===== src/rtl/core/serial_frame_receiver_crc8_macros.svh =====
// Assertion macros shared by the frame receiver RTL.
// Every assertion is clocked on clk_i; the first form is also gated by rst_ni.
`ifndef SERIAL_FRAME_RECEIVER_CRC8_MACROS_SVH
`define SERIAL_FRAME_RECEIVER_CRC8_MACROS_SVH

// Checked only while out of reset.
`define SFR_ASSERT(lbl, prop, msg) \
  lbl: assert property (@(posedge clk_i) disable iff (!rst_ni) prop) else $error(msg);

// Checked at every edge, including during reset.
`define SFR_ASSERT_ALWAYS(lbl, prop, msg) \
  lbl: assert property (@(posedge clk_i) prop) else $error(msg);

`endif


===== src/rtl/core/sfr_pkg.sv =====
// Shared types, constants and the CRC-8 step for the frame receiver.
// No dependencies.
`default_nettype none

package sfr_pkg;

  localparam int unsigned ByteW     = 8;
  localparam int unsigned StatusW   = 2;
  localparam int unsigned CfgIndexW = 2;

  localparam logic [ByteW-1:0] Crc8Poly = 8'h07;

  // register reset values
  localparam logic [ByteW-1:0] StartByteRst = 8'd126;
  localparam logic [ByteW-1:0] MaxLenRst    = 8'd251;
  localparam logic             CrcEnRst     = 1'b1;

  // configuration register indexes
  localparam logic [CfgIndexW-1:0] CfgStartByte = 2'd0;
  localparam logic [CfgIndexW-1:0] CfgMaxLen    = 2'd1;
  localparam logic [CfgIndexW-1:0] CfgCrcEn     = 2'd2;

  // result status codes
  localparam logic [StatusW-1:0] StData   = 2'd0;
  localparam logic [StatusW-1:0] StGood   = 2'd1;
  localparam logic [StatusW-1:0] StCrcErr = 2'd2;
  localparam logic [StatusW-1:0] StLenErr = 2'd3;

  // command queue
  localparam int unsigned FifoDepth = 2;
  localparam int unsigned FifoPtrW  = (FifoDepth > 1) ? $clog2(FifoDepth) : 1;
  localparam int unsigned FifoCntW  = $clog2(FifoDepth + 1);

  typedef enum logic [4:0] {
    PH_HUNT    = 5'b00001,
    PH_ID      = 5'b00010,
    PH_LEN     = 5'b00100,
    PH_PAYLOAD = 5'b01000,
    PH_CRC     = 5'b10000
  } phase_e;

  typedef enum logic [1:0] {
    OP_START  = 2'd0,  // payload begins: clear running CRC, no result
    OP_DATA   = 2'd1,  // payload byte
    OP_CHECK  = 2'd2,  // trailing CRC byte
    OP_LENERR = 2'd3   // length over limit
  } cmd_op_e;

  typedef struct packed {
    cmd_op_e          op;
    logic [ByteW-1:0] id;
    logic [ByteW-1:0] data;
    logic [ByteW-1:0] idx;
  } cmd_t;

  // CRC-8, MSB first, init 0, no reflection, no final xor
  function automatic logic [ByteW-1:0] crc8_step(logic [ByteW-1:0] crc,
                                                 logic [ByteW-1:0] b);
    logic [ByteW-1:0] c;
    c = crc ^ b;
    for (int k = 0; k < ByteW; k++) begin
      c = c[ByteW-1] ? ((c << 1) ^ Crc8Poly) : (c << 1);
    end
    return c;
  endfunction

endpackage

`default_nettype wire


===== src/rtl/core/serial_frame_receiver_crc8.sv =====
// Top level of the length-prefixed frame receiver with CRC-8 check.
// Depends on sfr_pkg, sfr_front, sfr_fifo, sfr_back.
//
// Takes one received byte per cycle while in_stall_o is low; sustained rate is
// one byte per clock when the output is not stalled, limited by the parser and
// the bytewise CRC in the executor. A byte that produces a result enters the
// command queue at the accepting edge and moves from there into the output
// register once that register is free. A two-entry queue sits between parser and
// executor, so output stall reaches the input only once the queue fills. The user
// must write configuration only while idle; the block itself does not enforce it.
`default_nettype none

module serial_frame_receiver_crc8 (
  input  wire                            clk_i,
  input  wire                            rst_ni,
  input  wire                            cfg_we_i,
  input  wire  [sfr_pkg::CfgIndexW-1:0]  cfg_index_i,
  input  wire  [sfr_pkg::ByteW-1:0]      cfg_wdata_i,
  input  wire                            in_valid_i,
  output logic                           in_stall_o,
  input  wire  [sfr_pkg::ByteW-1:0]      rx_byte_i,
  output logic                           out_valid_o,
  input  wire                            out_stall_i,
  output logic [sfr_pkg::StatusW-1:0]    status_o,
  output logic [sfr_pkg::ByteW-1:0]      frame_id_o,
  output logic [sfr_pkg::ByteW-1:0]      data_byte_o,
  output logic [sfr_pkg::ByteW-1:0]      byte_index_o,
  output logic                           last_o
);

  logic [sfr_pkg::ByteW-1:0] start_byte_q, max_len_q;
  logic                      crc_en_q;

  always_ff @(posedge clk_i or negedge rst_ni) begin
    if (!rst_ni) begin
      start_byte_q <= sfr_pkg::StartByteRst;
      max_len_q    <= sfr_pkg::MaxLenRst;
      crc_en_q     <= sfr_pkg::CrcEnRst;
    end else if (cfg_we_i) begin
      unique case (cfg_index_i)
        sfr_pkg::CfgStartByte: start_byte_q <= cfg_wdata_i;
        sfr_pkg::CfgMaxLen:    max_len_q    <= cfg_wdata_i;
        sfr_pkg::CfgCrcEn:     crc_en_q     <= cfg_wdata_i[0];
        default: ;
      endcase
    end
  end

  logic          accept, push, pop, empty, full;
  sfr_pkg::cmd_t push_cmd, head;

  assign in_stall_o = full;
  assign accept     = in_valid_i && !full;

  sfr_front u_front (
    .clk_i        (clk_i),
    .rst_ni       (rst_ni),
    .accept_i     (accept),
    .rx_byte_i    (rx_byte_i),
    .start_byte_i (start_byte_q),
    .max_len_i    (max_len_q),
    .push_o       (push),
    .cmd_o        (push_cmd)
  );

  sfr_fifo u_fifo (
    .clk_i       (clk_i),
    .rst_ni      (rst_ni),
    .push_i      (push),
    .push_data_i (push_cmd),
    .pop_i       (pop),
    .head_o      (head),
    .empty_o     (empty),
    .full_o      (full)
  );

  sfr_back u_back (
    .clk_i        (clk_i),
    .rst_ni       (rst_ni),
    .head_i       (head),
    .empty_i      (empty),
    .pop_o        (pop),
    .crc_en_i     (crc_en_q),
    .out_valid_o  (out_valid_o),
    .out_stall_i  (out_stall_i),
    .status_o     (status_o),
    .frame_id_o   (frame_id_o),
    .data_byte_o  (data_byte_o),
    .byte_index_o (byte_index_o),
    .last_o       (last_o)
  );

endmodule

`default_nettype wire


===== src/rtl/core/sfr_front.sv =====
// Front end: frame parser that classifies each received byte into a command.
// Depends on sfr_pkg.
`default_nettype none

module sfr_front (
  input  wire                       clk_i,
  input  wire                       rst_ni,
  input  wire                       accept_i,
  input  wire  [sfr_pkg::ByteW-1:0] rx_byte_i,
  input  wire  [sfr_pkg::ByteW-1:0] start_byte_i,
  input  wire  [sfr_pkg::ByteW-1:0] max_len_i,
  output logic                      push_o,
  output sfr_pkg::cmd_t             cmd_o
);

  sfr_pkg::phase_e             phase_q, phase_d;
  logic [sfr_pkg::ByteW-1:0]   id_q, id_d;
  logic [sfr_pkg::ByteW-1:0]   len_q, len_d;
  logic [sfr_pkg::ByteW-1:0]   cnt_q, cnt_d;
  logic [sfr_pkg::ByteW-1:0]   cnt_inc;

  assign cnt_inc = cnt_q + 1'b1;

  always_comb begin
    phase_d    = phase_q;
    id_d       = id_q;
    len_d      = len_q;
    cnt_d      = cnt_q;
    push_o     = 1'b0;
    cmd_o.op   = sfr_pkg::OP_START;
    cmd_o.id   = id_q;
    cmd_o.data = rx_byte_i;
    cmd_o.idx  = cnt_q;
    if (accept_i) begin
      unique case (phase_q)
        sfr_pkg::PH_ID: begin
          id_d    = rx_byte_i;
          phase_d = sfr_pkg::PH_LEN;
        end
        sfr_pkg::PH_LEN: begin
          push_o = 1'b1;
          if (rx_byte_i > max_len_i) begin
            cmd_o.op = sfr_pkg::OP_LENERR;
            phase_d  = sfr_pkg::PH_HUNT;
          end else begin
            cmd_o.op = sfr_pkg::OP_START;
            len_d    = rx_byte_i;
            cnt_d    = '0;
            phase_d  = (rx_byte_i == '0) ? sfr_pkg::PH_CRC : sfr_pkg::PH_PAYLOAD;
          end
        end
        sfr_pkg::PH_PAYLOAD: begin
          push_o   = 1'b1;
          cmd_o.op = sfr_pkg::OP_DATA;
          cnt_d    = cnt_inc;
          if (cnt_inc == len_q) begin
            phase_d = sfr_pkg::PH_CRC;
          end
        end
        sfr_pkg::PH_CRC: begin
          push_o   = 1'b1;
          cmd_o.op = sfr_pkg::OP_CHECK;
          phase_d  = sfr_pkg::PH_HUNT;
        end
        default: begin
          phase_d = (rx_byte_i == start_byte_i) ? sfr_pkg::PH_ID : sfr_pkg::PH_HUNT;
        end
      endcase
    end
  end

  always_ff @(posedge clk_i or negedge rst_ni) begin
    if (!rst_ni) begin
      phase_q <= sfr_pkg::PH_HUNT;
      id_q    <= '0;
      len_q   <= '0;
      cnt_q   <= '0;
    end else begin
      phase_q <= phase_d;
      id_q    <= id_d;
      len_q   <= len_d;
      cnt_q   <= cnt_d;
    end
  end

endmodule

`default_nettype wire


===== src/rtl/core/sfr_fifo.sv =====
// Short command queue between parser and executor.
// Depends on sfr_pkg.
`default_nettype none

module sfr_fifo (
  input  wire                         clk_i,
  input  wire                         rst_ni,
  input  wire                         push_i,
  input  sfr_pkg::cmd_t               push_data_i,
  input  wire                         pop_i,
  output sfr_pkg::cmd_t               head_o,
  output logic                        empty_o,
  output logic                        full_o
);

  sfr_pkg::cmd_t                    mem_q [sfr_pkg::FifoDepth];
  logic [sfr_pkg::FifoPtrW-1:0]     wr_ptr_q, rd_ptr_q;
  logic [sfr_pkg::FifoCntW-1:0]     cnt_q;

  localparam logic [sfr_pkg::FifoPtrW-1:0] LastPtr =
    sfr_pkg::FifoPtrW'(sfr_pkg::FifoDepth - 1);
  localparam logic [sfr_pkg::FifoCntW-1:0] FullCnt =
    sfr_pkg::FifoCntW'(sfr_pkg::FifoDepth);

  assign empty_o = (cnt_q == '0);
  assign full_o  = (cnt_q == FullCnt);
  assign head_o  = mem_q[rd_ptr_q];

  always_ff @(posedge clk_i) begin
    if (push_i) begin
      mem_q[wr_ptr_q] <= push_data_i;
    end
  end

  always_ff @(posedge clk_i or negedge rst_ni) begin
    if (!rst_ni) begin
      wr_ptr_q <= '0;
      rd_ptr_q <= '0;
      cnt_q    <= '0;
    end else begin
      if (push_i) begin
        wr_ptr_q <= (wr_ptr_q == LastPtr) ? '0 : wr_ptr_q + 1'b1;
      end
      if (pop_i) begin
        rd_ptr_q <= (rd_ptr_q == LastPtr) ? '0 : rd_ptr_q + 1'b1;
      end
      unique case ({push_i, pop_i})
        2'b10:   cnt_q <= cnt_q + 1'b1;
        2'b01:   cnt_q <= cnt_q - 1'b1;
        default: cnt_q <= cnt_q;
      endcase
    end
  end

endmodule

`default_nettype wire


===== src/rtl/core/sfr_back.sv =====
// Back end: runs the payload CRC and builds result transfers in an output register.
// Depends on sfr_pkg and serial_frame_receiver_crc8_macros.svh.
`default_nettype none
`include "serial_frame_receiver_crc8_macros.svh"

module sfr_back (
  input  wire                          clk_i,
  input  wire                          rst_ni,
  input  sfr_pkg::cmd_t                head_i,
  input  wire                          empty_i,
  output logic                         pop_o,
  input  wire                          crc_en_i,
  output logic                         out_valid_o,
  input  wire                          out_stall_i,
  output logic [sfr_pkg::StatusW-1:0]  status_o,
  output logic [sfr_pkg::ByteW-1:0]    frame_id_o,
  output logic [sfr_pkg::ByteW-1:0]    data_byte_o,
  output logic [sfr_pkg::ByteW-1:0]    byte_index_o,
  output logic                         last_o
);

  logic                          out_valid_q, out_valid_d;
  logic [sfr_pkg::ByteW-1:0]     crc_q, crc_d;
  logic [sfr_pkg::StatusW-1:0]   status_q, status_d;
  logic [sfr_pkg::ByteW-1:0]     id_q, data_q, data_d, idx_q, idx_d;
  logic                          last_q, last_d;
  logic                          emit;

  // output register frees up when empty or its transfer completes
  assign pop_o = !empty_i && (!out_valid_q || !out_stall_i);
  assign emit  = pop_o && (head_i.op != sfr_pkg::OP_START);
  assign out_valid_d = (out_valid_q && out_stall_i) || emit;

  always_comb begin
    crc_d    = crc_q;
    status_d = sfr_pkg::StData;
    data_d   = '0;
    idx_d    = '0;
    last_d   = 1'b1;
    unique case (head_i.op)
      sfr_pkg::OP_START: begin
        crc_d = '0;
      end
      sfr_pkg::OP_DATA: begin
        crc_d  = sfr_pkg::crc8_step(crc_q, head_i.data);
        data_d = head_i.data;
        idx_d  = head_i.idx;
        last_d = 1'b0;
      end
      sfr_pkg::OP_CHECK: begin
        status_d = (!crc_en_i || (head_i.data == crc_q)) ? sfr_pkg::StGood
                                                         : sfr_pkg::StCrcErr;
      end
      default: begin
        status_d = sfr_pkg::StLenErr;
      end
    endcase
  end

  always_ff @(posedge clk_i or negedge rst_ni) begin
    if (!rst_ni) begin
      out_valid_q <= 1'b0;
      crc_q       <= '0;
    end else begin
      out_valid_q <= out_valid_d;
      if (pop_o) begin
        crc_q <= crc_d;
      end
    end
  end

  always_ff @(posedge clk_i) begin
    if (emit) begin
      status_q <= status_d;
      id_q     <= head_i.id;
      data_q   <= data_d;
      idx_q    <= idx_d;
      last_q   <= last_d;
    end
  end

  assign out_valid_o  = out_valid_q;
  assign status_o     = status_q;
  assign frame_id_o   = id_q;
  assign data_byte_o  = data_q;
  assign byte_index_o = idx_q;
  assign last_o       = last_q;

  `SFR_ASSERT(a_last_matches_status, out_valid_q |-> (last_q == (status_q != sfr_pkg::StData)), "last flag disagrees with status")
  `SFR_ASSERT(a_data_zero_on_end, (out_valid_q && last_q) |-> (data_q == '0 && idx_q == '0), "end transfer carries payload")
  `SFR_ASSERT(a_crc_cleared, (pop_o && head_i.op == sfr_pkg::OP_START) |=> (crc_q == '0), "CRC not cleared at payload start")
  `SFR_ASSERT_ALWAYS(a_no_pop_empty, pop_o |-> !empty_i, "pop from empty queue")

endmodule

`default_nettype wire

===== config.mk =====
export PLATFORM = sky130hd
export DESIGN_NAME = serial_frame_receiver_crc8
export DESIGN_NICKNAME = d
export VERILOG_FILES = /design/src/rtl/core/sfr_pkg.sv /design/src/rtl/core/serial_frame_receiver_crc8.sv /design/src/rtl/core/sfr_front.sv /design/src/rtl/core/sfr_fifo.sv /design/src/rtl/core/sfr_back.sv
export VERILOG_INCLUDE_DIRS = /design/src /design/src/rtl/core
export SDC_FILE = /design/constraint.sdc
export NUM_CORES = 1
export LEC_CHECK = 0
export ABC_AREA = 1
export BUFFER_PORTS_ARGS = -buffer_cell sky130_fd_sc_hd__buf_4
export CORE_UTILIZATION = 65
export CTS_BUF_LIST = sky130_fd_sc_hd__clkbuf_2 sky130_fd_sc_hd__clkbuf_4 sky130_fd_sc_hd__clkbuf_8
export DETAILED_ROUTE_END_ITERATION = 7
export GPL_TIMING_DRIVEN = 0
export PLACE_DENSITY_LB_ADDON = 0.08
export SETUP_SLACK_MARGIN = 0.2
export SYNTH_ARGS = -nofsm -noshare
export SYNTH_HDL_FRONTEND = slang
export SYNTH_HIERARCHICAL = 1
export SYNTH_SLANG_ARGS = --single-unit

===== constraint.sdc =====
create_clock -name clk_i -period 4.5 [get_ports clk_i]
set_input_delay 0.225 -clock clk_i [delete_from_list [all_inputs] [get_ports clk_i]]
set_output_delay 0.225 -clock clk_i [all_outputs]
set_load 0.05 [all_outputs]

# == After elaboration in Yosys (flattened, before gate mapping) ==
# Memories as Yosys holds them, arrays and structs flattened.
# Index checks and enable logic that the tools add are counted.
# word_totals
reg_bits,86
mem_bits_rw,52
input_bits,23
output_inout_bits,29
word_cells,109
memories,1
# mem_list
memory,words,width,rd,rd_ports_with_merged_regs,write_ports,line,rtl
u_fifo.mem_q,2,26,1,0,1,sfr_fifo.sv:16,sfr_pkg::cmd_t mem_q [sfr_pkg::FifoDepth];
# classes
n_addsub,5
order_cmp,1
n_eq_ne,16
muxes,29
bitwise,10
n_reduce_logical,30
# ops
operator,n
one-hot mux 8 bit (2 select lines),2
equality test 8 bit,3
two-way mux 3 bit,8
inverter 3 bit,8
one-hot mux 5 bit (4 select lines),1
two-way mux 5 bit,3
AND reduction 2 bit,6
adder 8 x 1 -> 8 bit (second input constant),1
equality test 2 bit (second input constant),4
greater-than comparator 8 bit,1
logical NOT 8 bit,1
two-way mux 2 bit,4
two-way mux 8 bit,1
one-hot mux 2 bit (2 select lines),2
nonzero test 2 bit,4
bitwise XOR 8 bit,1
two-way mux 1 bit,7
equality test 2 x 1 -> 1 bit (second input constant),3
logical NOT 2 bit,3
one-hot mux 2 bit (3 select lines),1
AND reduction 3 bit,2
equality test 5 x 2 -> 1 bit (second input constant),1
equality test 5 x 3 -> 1 bit (second input constant),1
equality test 5 x 4 -> 1 bit (second input constant),1
other kinds (12),22

# == Logic depth before layout (Yosys ltp) ==
# An unclocked memory read counts as a cell.
# logic_depth
word_depth,19
mapped_depth,15
ltp_nobuf,14

# == Cells and area by module ==
# Netlist, hierarchy kept.
# modules_own_cells
mod,instances,cells_per_inst,area_each_um2,seq_area_each_um2
sfr_fifo,1,160,2247.2,1661.6
sfr_front,1,272,1936.9,726.9
sfr_back,1,184,1692.9,1036.0
serial_frame_receiver_crc8,1,79,748.2,442.9

# == Worst setup path after synthesis ==
# Ideal clock, no wire load.
# synth_timing
kind,flip-flop to flip-flop
startpoint,register u_fifo/cnt_q[1] (netlist bit)
endpoint,memory u_fifo/mem_q[0][0] (netlist bit) (enable)
setup_ns,0.409
arrival_ns,2.441
required_time_ns,4.091
slack_ns,1.650
path_stages_with_launch,9
cell_sequence,dfrtp_1 -> inv_1 -> nor2_1 -> nor2_1 -> buf_4 -> inv_1 -> a21oi_1 -> inv_1 -> nor2_1
# synth_between
elab_chain_cells,6
# synth_lines
element,line,rtl
"start, declared",sfr_fifo.sv:18,logic [sfr_pkg::FifoCntW-1:0] cnt_q;
"start signal, assigned",sfr_fifo.sv:48,2'b10: cnt_q <= cnt_q + 1'b1;
"start signal, assigned",sfr_fifo.sv:49,2'b01: cnt_q <= cnt_q - 1'b1;
"start signal, assigned",sfr_fifo.sv:50,default: cnt_q <= cnt_q;
equality test 2 bit,sfr_fifo.sv:26,assign full_o = (cnt_q == FullCnt);
via in_stall_o,serial_frame_receiver_crc8.sv:20,"output logic in_stall_o,"
logical NOT 1 bit,serial_frame_receiver_crc8.sv:53,assign accept = in_valid_i && !full;
logical AND 1 bit,serial_frame_receiver_crc8.sv:53,
via accept,serial_frame_receiver_crc8.sv:49,"logic accept, push, pop, empty, full;"
two-way mux 1 bit,sfr_front.sv:34,if (accept_i) begin
via push,serial_frame_receiver_crc8.sv:49,
two-way mux 1 bit,sfr_fifo.sv:30,if (push_i) begin
two-way mux 1 bit (not written as such),sfr_fifo.sv:31,mem_q[wr_ptr_q] <= push_data_i;
"end, declared",sfr_fifo.sv:16,
# The timed path passes the listed nets, and every way through them passes these cells.

# == Worst setup path after layout ==
# layout_timing
startpoint,register u_fifo/cnt_q[1] (netlist bit)
endpoint,memory u_fifo/mem_q[1][4] (netlist bit) (enable)
# layout_between
elab_chain_cells,6
# layout_lines
element,line
equality test 2 bit,sfr_fifo.sv:26
logical NOT 1 bit,serial_frame_receiver_crc8.sv:53
logical AND 1 bit,serial_frame_receiver_crc8.sv:53
via accept,serial_frame_receiver_crc8.sv:49
two-way mux 1 bit,sfr_front.sv:34
via push,serial_frame_receiver_crc8.sv:49
two-way mux 1 bit,sfr_fifo.sv:30
two-way mux 1 bit (not written as such),sfr_fifo.sv:31
# The timed path passes the listed nets, and every way through them passes these cells.

==> summary.txt <==
Timing
  • Maximum clock rate: 399 MHz
  • RSZ-0062 raised after global routing: no
  • Post-Route Setup TNS: 0 ps
  • Slew Limit Fails: 0
  • Final setup fails: 0
  • Period utilization: 55.7%
  • Clock skew: 10.8 ps
  • Slew headroom: 35.7%
  • Worst-Margin Slew: 963 ps
  • Worst setup margin: 1990 ps
  • Tmin final: 2510 ps
  • Final hold viol count: 0

Synth
  • Area share of fa/ha/maj cells after synthesis: 2.46%
  • Ranking of synthesized cells by area: edfxtp_1, dfrtp_1, nand2_1
  • Post-synth ARST share: 42.8%
  • Largest family of logic cells by synthesized area: simple AND/OR/NAND/NOR gates
  • Average footprint of a synthesized cell: 9.53 um^2
  • Synth Area in XOR/XNOR: 2.63%
  • Sequential area share after synthesis: 58.4%
  • Mux cell area share after synthesis: 0%
  • Post-synthesis instance area: 0.00663 mm^2
  • Number of synthesis warnings: 6
  • Post-Synth Simple-Gate Area: 20.9%
  • Cell variety after synth: 34
  • Synth Flop Type: edfxtp_1
  • Gate Count Post-Synth: 695
  • Area leader, netlist: edfxtp_1
  • Compound-Gate Fraction of Synth Area: 6.84%
  • Most frequent cell after synthesis: nand2_1
  • Post-Syn Nets: 731
  • EDFF count, synth: 79
  • Post-synth top cells: nand2_1, inv_1, edfxtp_1
  • Synth top area share: 35.8%
  • Yosys reg bits: 138

Clocking
  • CTS tree: done
  • Number of clock sinks: 138
  • CTS Buffer Depth: 2
  • Clock-pin slew on the worst setup and hold paths: 70 ps
  • CTS Buf Count: 17
  • CTS root buf: clkbuf_8
  • Post-CTS sizing: 0
  • Htree depth: 4
  • Clock Latency Late Sink: 440 ps

Floorplan
  • Die width: 103 um
  • Die Footprint: 0.0106 mm^2
  • Starting Density: 67.5%
  • Standard cell core area: 0.00982 mm^2
  • Die height: 103 um
  • IO Pins: 52
  • # rows: 36

Pwr
  • Clk network pwr share: 22.1%
  • Leak pwr: 3.53 nW
  • Total net switching power: 1.69 mW
  • Comb power frac: 39.0%
  • Pint: 2.64 mW
  • Net Sw Frac: 39.0%
  • Peak VDD IR: 0.000327 V
  • Sequential share of power: 38.9%
  • Pwr dens: 567 mW/mm^2

Worst setup path
  • Crit-path max FO: 26
  • Reg2Reg Setup Slack: 1990 ps
  • Worst reg2reg startpoint: u_fifo/cnt_q[1]
  • WS Path Type: flip-flop to flip-flop
  • Worst endpoint required time: 4560 ps
  • Top delay family on crit path: buffers and inverters
  • Worst EP arrival: 2560 ps
  • Startpoint types: flip-flop
  • R2R depth: 8
  • Reg2reg end: u_fifo/mem_q[1][4]
  • Max incr delay on CP: 710 ps
  • Crit-path cells: inv_1 > nor2_1 > nor2_1 > buf_4 > inv_1 > a21oi_1 > nand2_1 > inv_1
  • Slowest-stage cell, CP: inv_1
  • Buf/Inv on CP: 4
  • CP Capture Type: flip-flop
  • Top cell by count, worst path: inv_1

Placement
  • Pre-CTS setup slack: 1970 ps
  • Final HPWL DP: 9.52 mm
  • RePlAce Congestion: 0.862
  • Port Buffers: 51

Global routing
  • First-pass GRT wire length: 21.3 mm
  • GRT Total Usage: 27.4%
  • Global route overflow: 0
  • Pin count of the biggest net entering global routing: 60
  • Initial antenna violation count: 0
  • Vias in the first global route: 4631

Drt
  • Total length of routed wires: 13.0 mm
  • DR DRC count: 0
  • Detail Route Antenna Nets: 0
  • Via count: 4853
  • Wire per inst: 14.2 um
  • Iteration-0 DRC Markers: 274
  • Drt first pass iters: 6
  • Avg Vias per Cell: 5.30

Finish
  • Final nets: 806
  • Multi-input logic area: 0.00218 mm^2
  • Fill count: 643
  • Ratio of cells with drive above 1 in the final layout: 21.6%
  • Area growth, synth to finish: 15.2%
  • # diodes: 0
  • Area occupied by registers: 0.00387 mm^2

Hold path
  • Hold Path Origin: cfg_wdata_i[1]
  • WHS Endpoint: start_byte_q[1]
  • Hold Path Class: input port to flip-flop
  • Hold depth: 3

Flow run
  • Max cap viols: 0

Outcome
  • Outcome: complete, no violations
-- through the flow --
step	utilization [%]	cell area (um^2)	hold slack (ps)	power, mW	std cells
finish	77.7	7630	22.3	4.33	916
floorplan	-	6630	-70.6	2.94	695
CTS	77.7	7630	0.0271	4.35	916
global placement	73.1	7170	351	3.31	879
global route	77.7	7630	5.22	4.57	916
detailed placement	73.5	7220	356	3.38	881
-- registers in the layout, indices dropped and copies added, names as in the netlist --
signal,cells
crc_en_q,1
max_len_q,8
start_byte_q,8
u_back/byte_index_o,8
u_back/crc_q,8
u_back/data_byte_o,8
u_back/frame_id_o,8
u_back/last_o,1
u_back/out_valid_o,1
u_back/status_o,2
u_fifo/cnt_q,2
u_fifo/mem_q,52
u_fifo/rd_ptr_q,1
u_fifo/wr_ptr_q,1
u_front/cnt_q,8
u_front/id_q,8
u_front/len_q,8
u_front/phase_q,5
-- what timing repair did --
item / in CTS / in global routing
hold buffers: 3 / 0
hold endpoints to repair: 46 / 0
setup buffers: 0 / 0
-- kinds of logic (layout without fill, tap and decap cells) --
family          count (synthesis)  count (layout)
simple gates                  326             326
fa+ha+maj                      13              13
compound gates                 71              71
xor+xnor                       19              19
flops                         138             138
buf+inv                       128             216
-- routing by layer --
| layer | up-vias | global-route usage (%) | wire [um] |
|---|---|---|---|
| met5 | - | 0 | 0 |
| met4 | 0 | 12.5 | 370 |
| met3 | 36 | 6.78 | 779 |
| met2 | 195 | 46.0 | 6440 |
| met1 | 2234 | 33.7 | 5450 |
| li1 | 2388 | - | - |
-- tightest hold or removal path: stages --
cell	delay, ps
buf_4	120
nand3_1	70
nand2_1	50
-- power by group through the flow --
| stage | Clock, mW | Combinational [mW] | Sequential, mW |
|---|---|---|---|
| 6_report | 0.956 | 1.69 | 1.69 |
| 5_1_grt | 1.02 | 1.84 | 1.71 |
| 4_1_cts | 0.972 | 1.69 | 1.69 |
| 3_5_place_dp | 0 | 1.67 | 1.71 |
| 3_3_place_gp | 0 | 1.60 | 1.71 |
| 2_1_floorplan | 0 | 0.861 | 2.08 |
-- cell usage in the layout (no fill, tap or decap), types with 4 or more instances in the layout --
cell type   netlist  layout
nand2_1         212     212
inv_1            95      95
edfxtp_1         79      79
buf_4            11      62
dfrtp_1          44      44
nand3_1          42      42
nor2_1           38      36
o21ai_0          30      30
o21ai_2          23      23
clkbuf_8          0      17
nand4_1          15      15
dfstp_2          15      15
ha_1             13      13
inv_2            11      11
xor2_1           11      11
a21oi_1          10      10
nand2_2           7       7
xnor2_1           7       7
buf_6             6       6
clkinvlp_4        0       4
nor3_1            4       4
-- worst max-delay path by stage --
stage                                from                   to  cells past startpoint
after floorplan           u_fifo/cnt_q[1]   u_fifo/mem_q[0][0]                      8
after CTS                 u_fifo/cnt_q[1]  u_fifo/mem_q[1][23]                      8
after detailed placement  u_fifo/cnt_q[1]   u_fifo/mem_q[1][5]                      8
after global placement    u_fifo/cnt_q[1]   u_fifo/mem_q[0][5]                      8
after global routing      u_fifo/cnt_q[1]   u_fifo/mem_q[1][3]                      8
final                     u_fifo/cnt_q[1]   u_fifo/mem_q[1][4]                      8
-- final cells by class --
type	instances	area share, %
Clock buffer	20	3.36
Clock inverter	12	1.64
Sequential cell	138	50.7
Timing Repair Buffer	56	5.97
Inverter	107	5.28
Tap cell	133	2.18
Buffer	21	2.34
Multi-Input combinational cell	429	28.6
No activity file was read; power rests on OpenSTA's default activity.
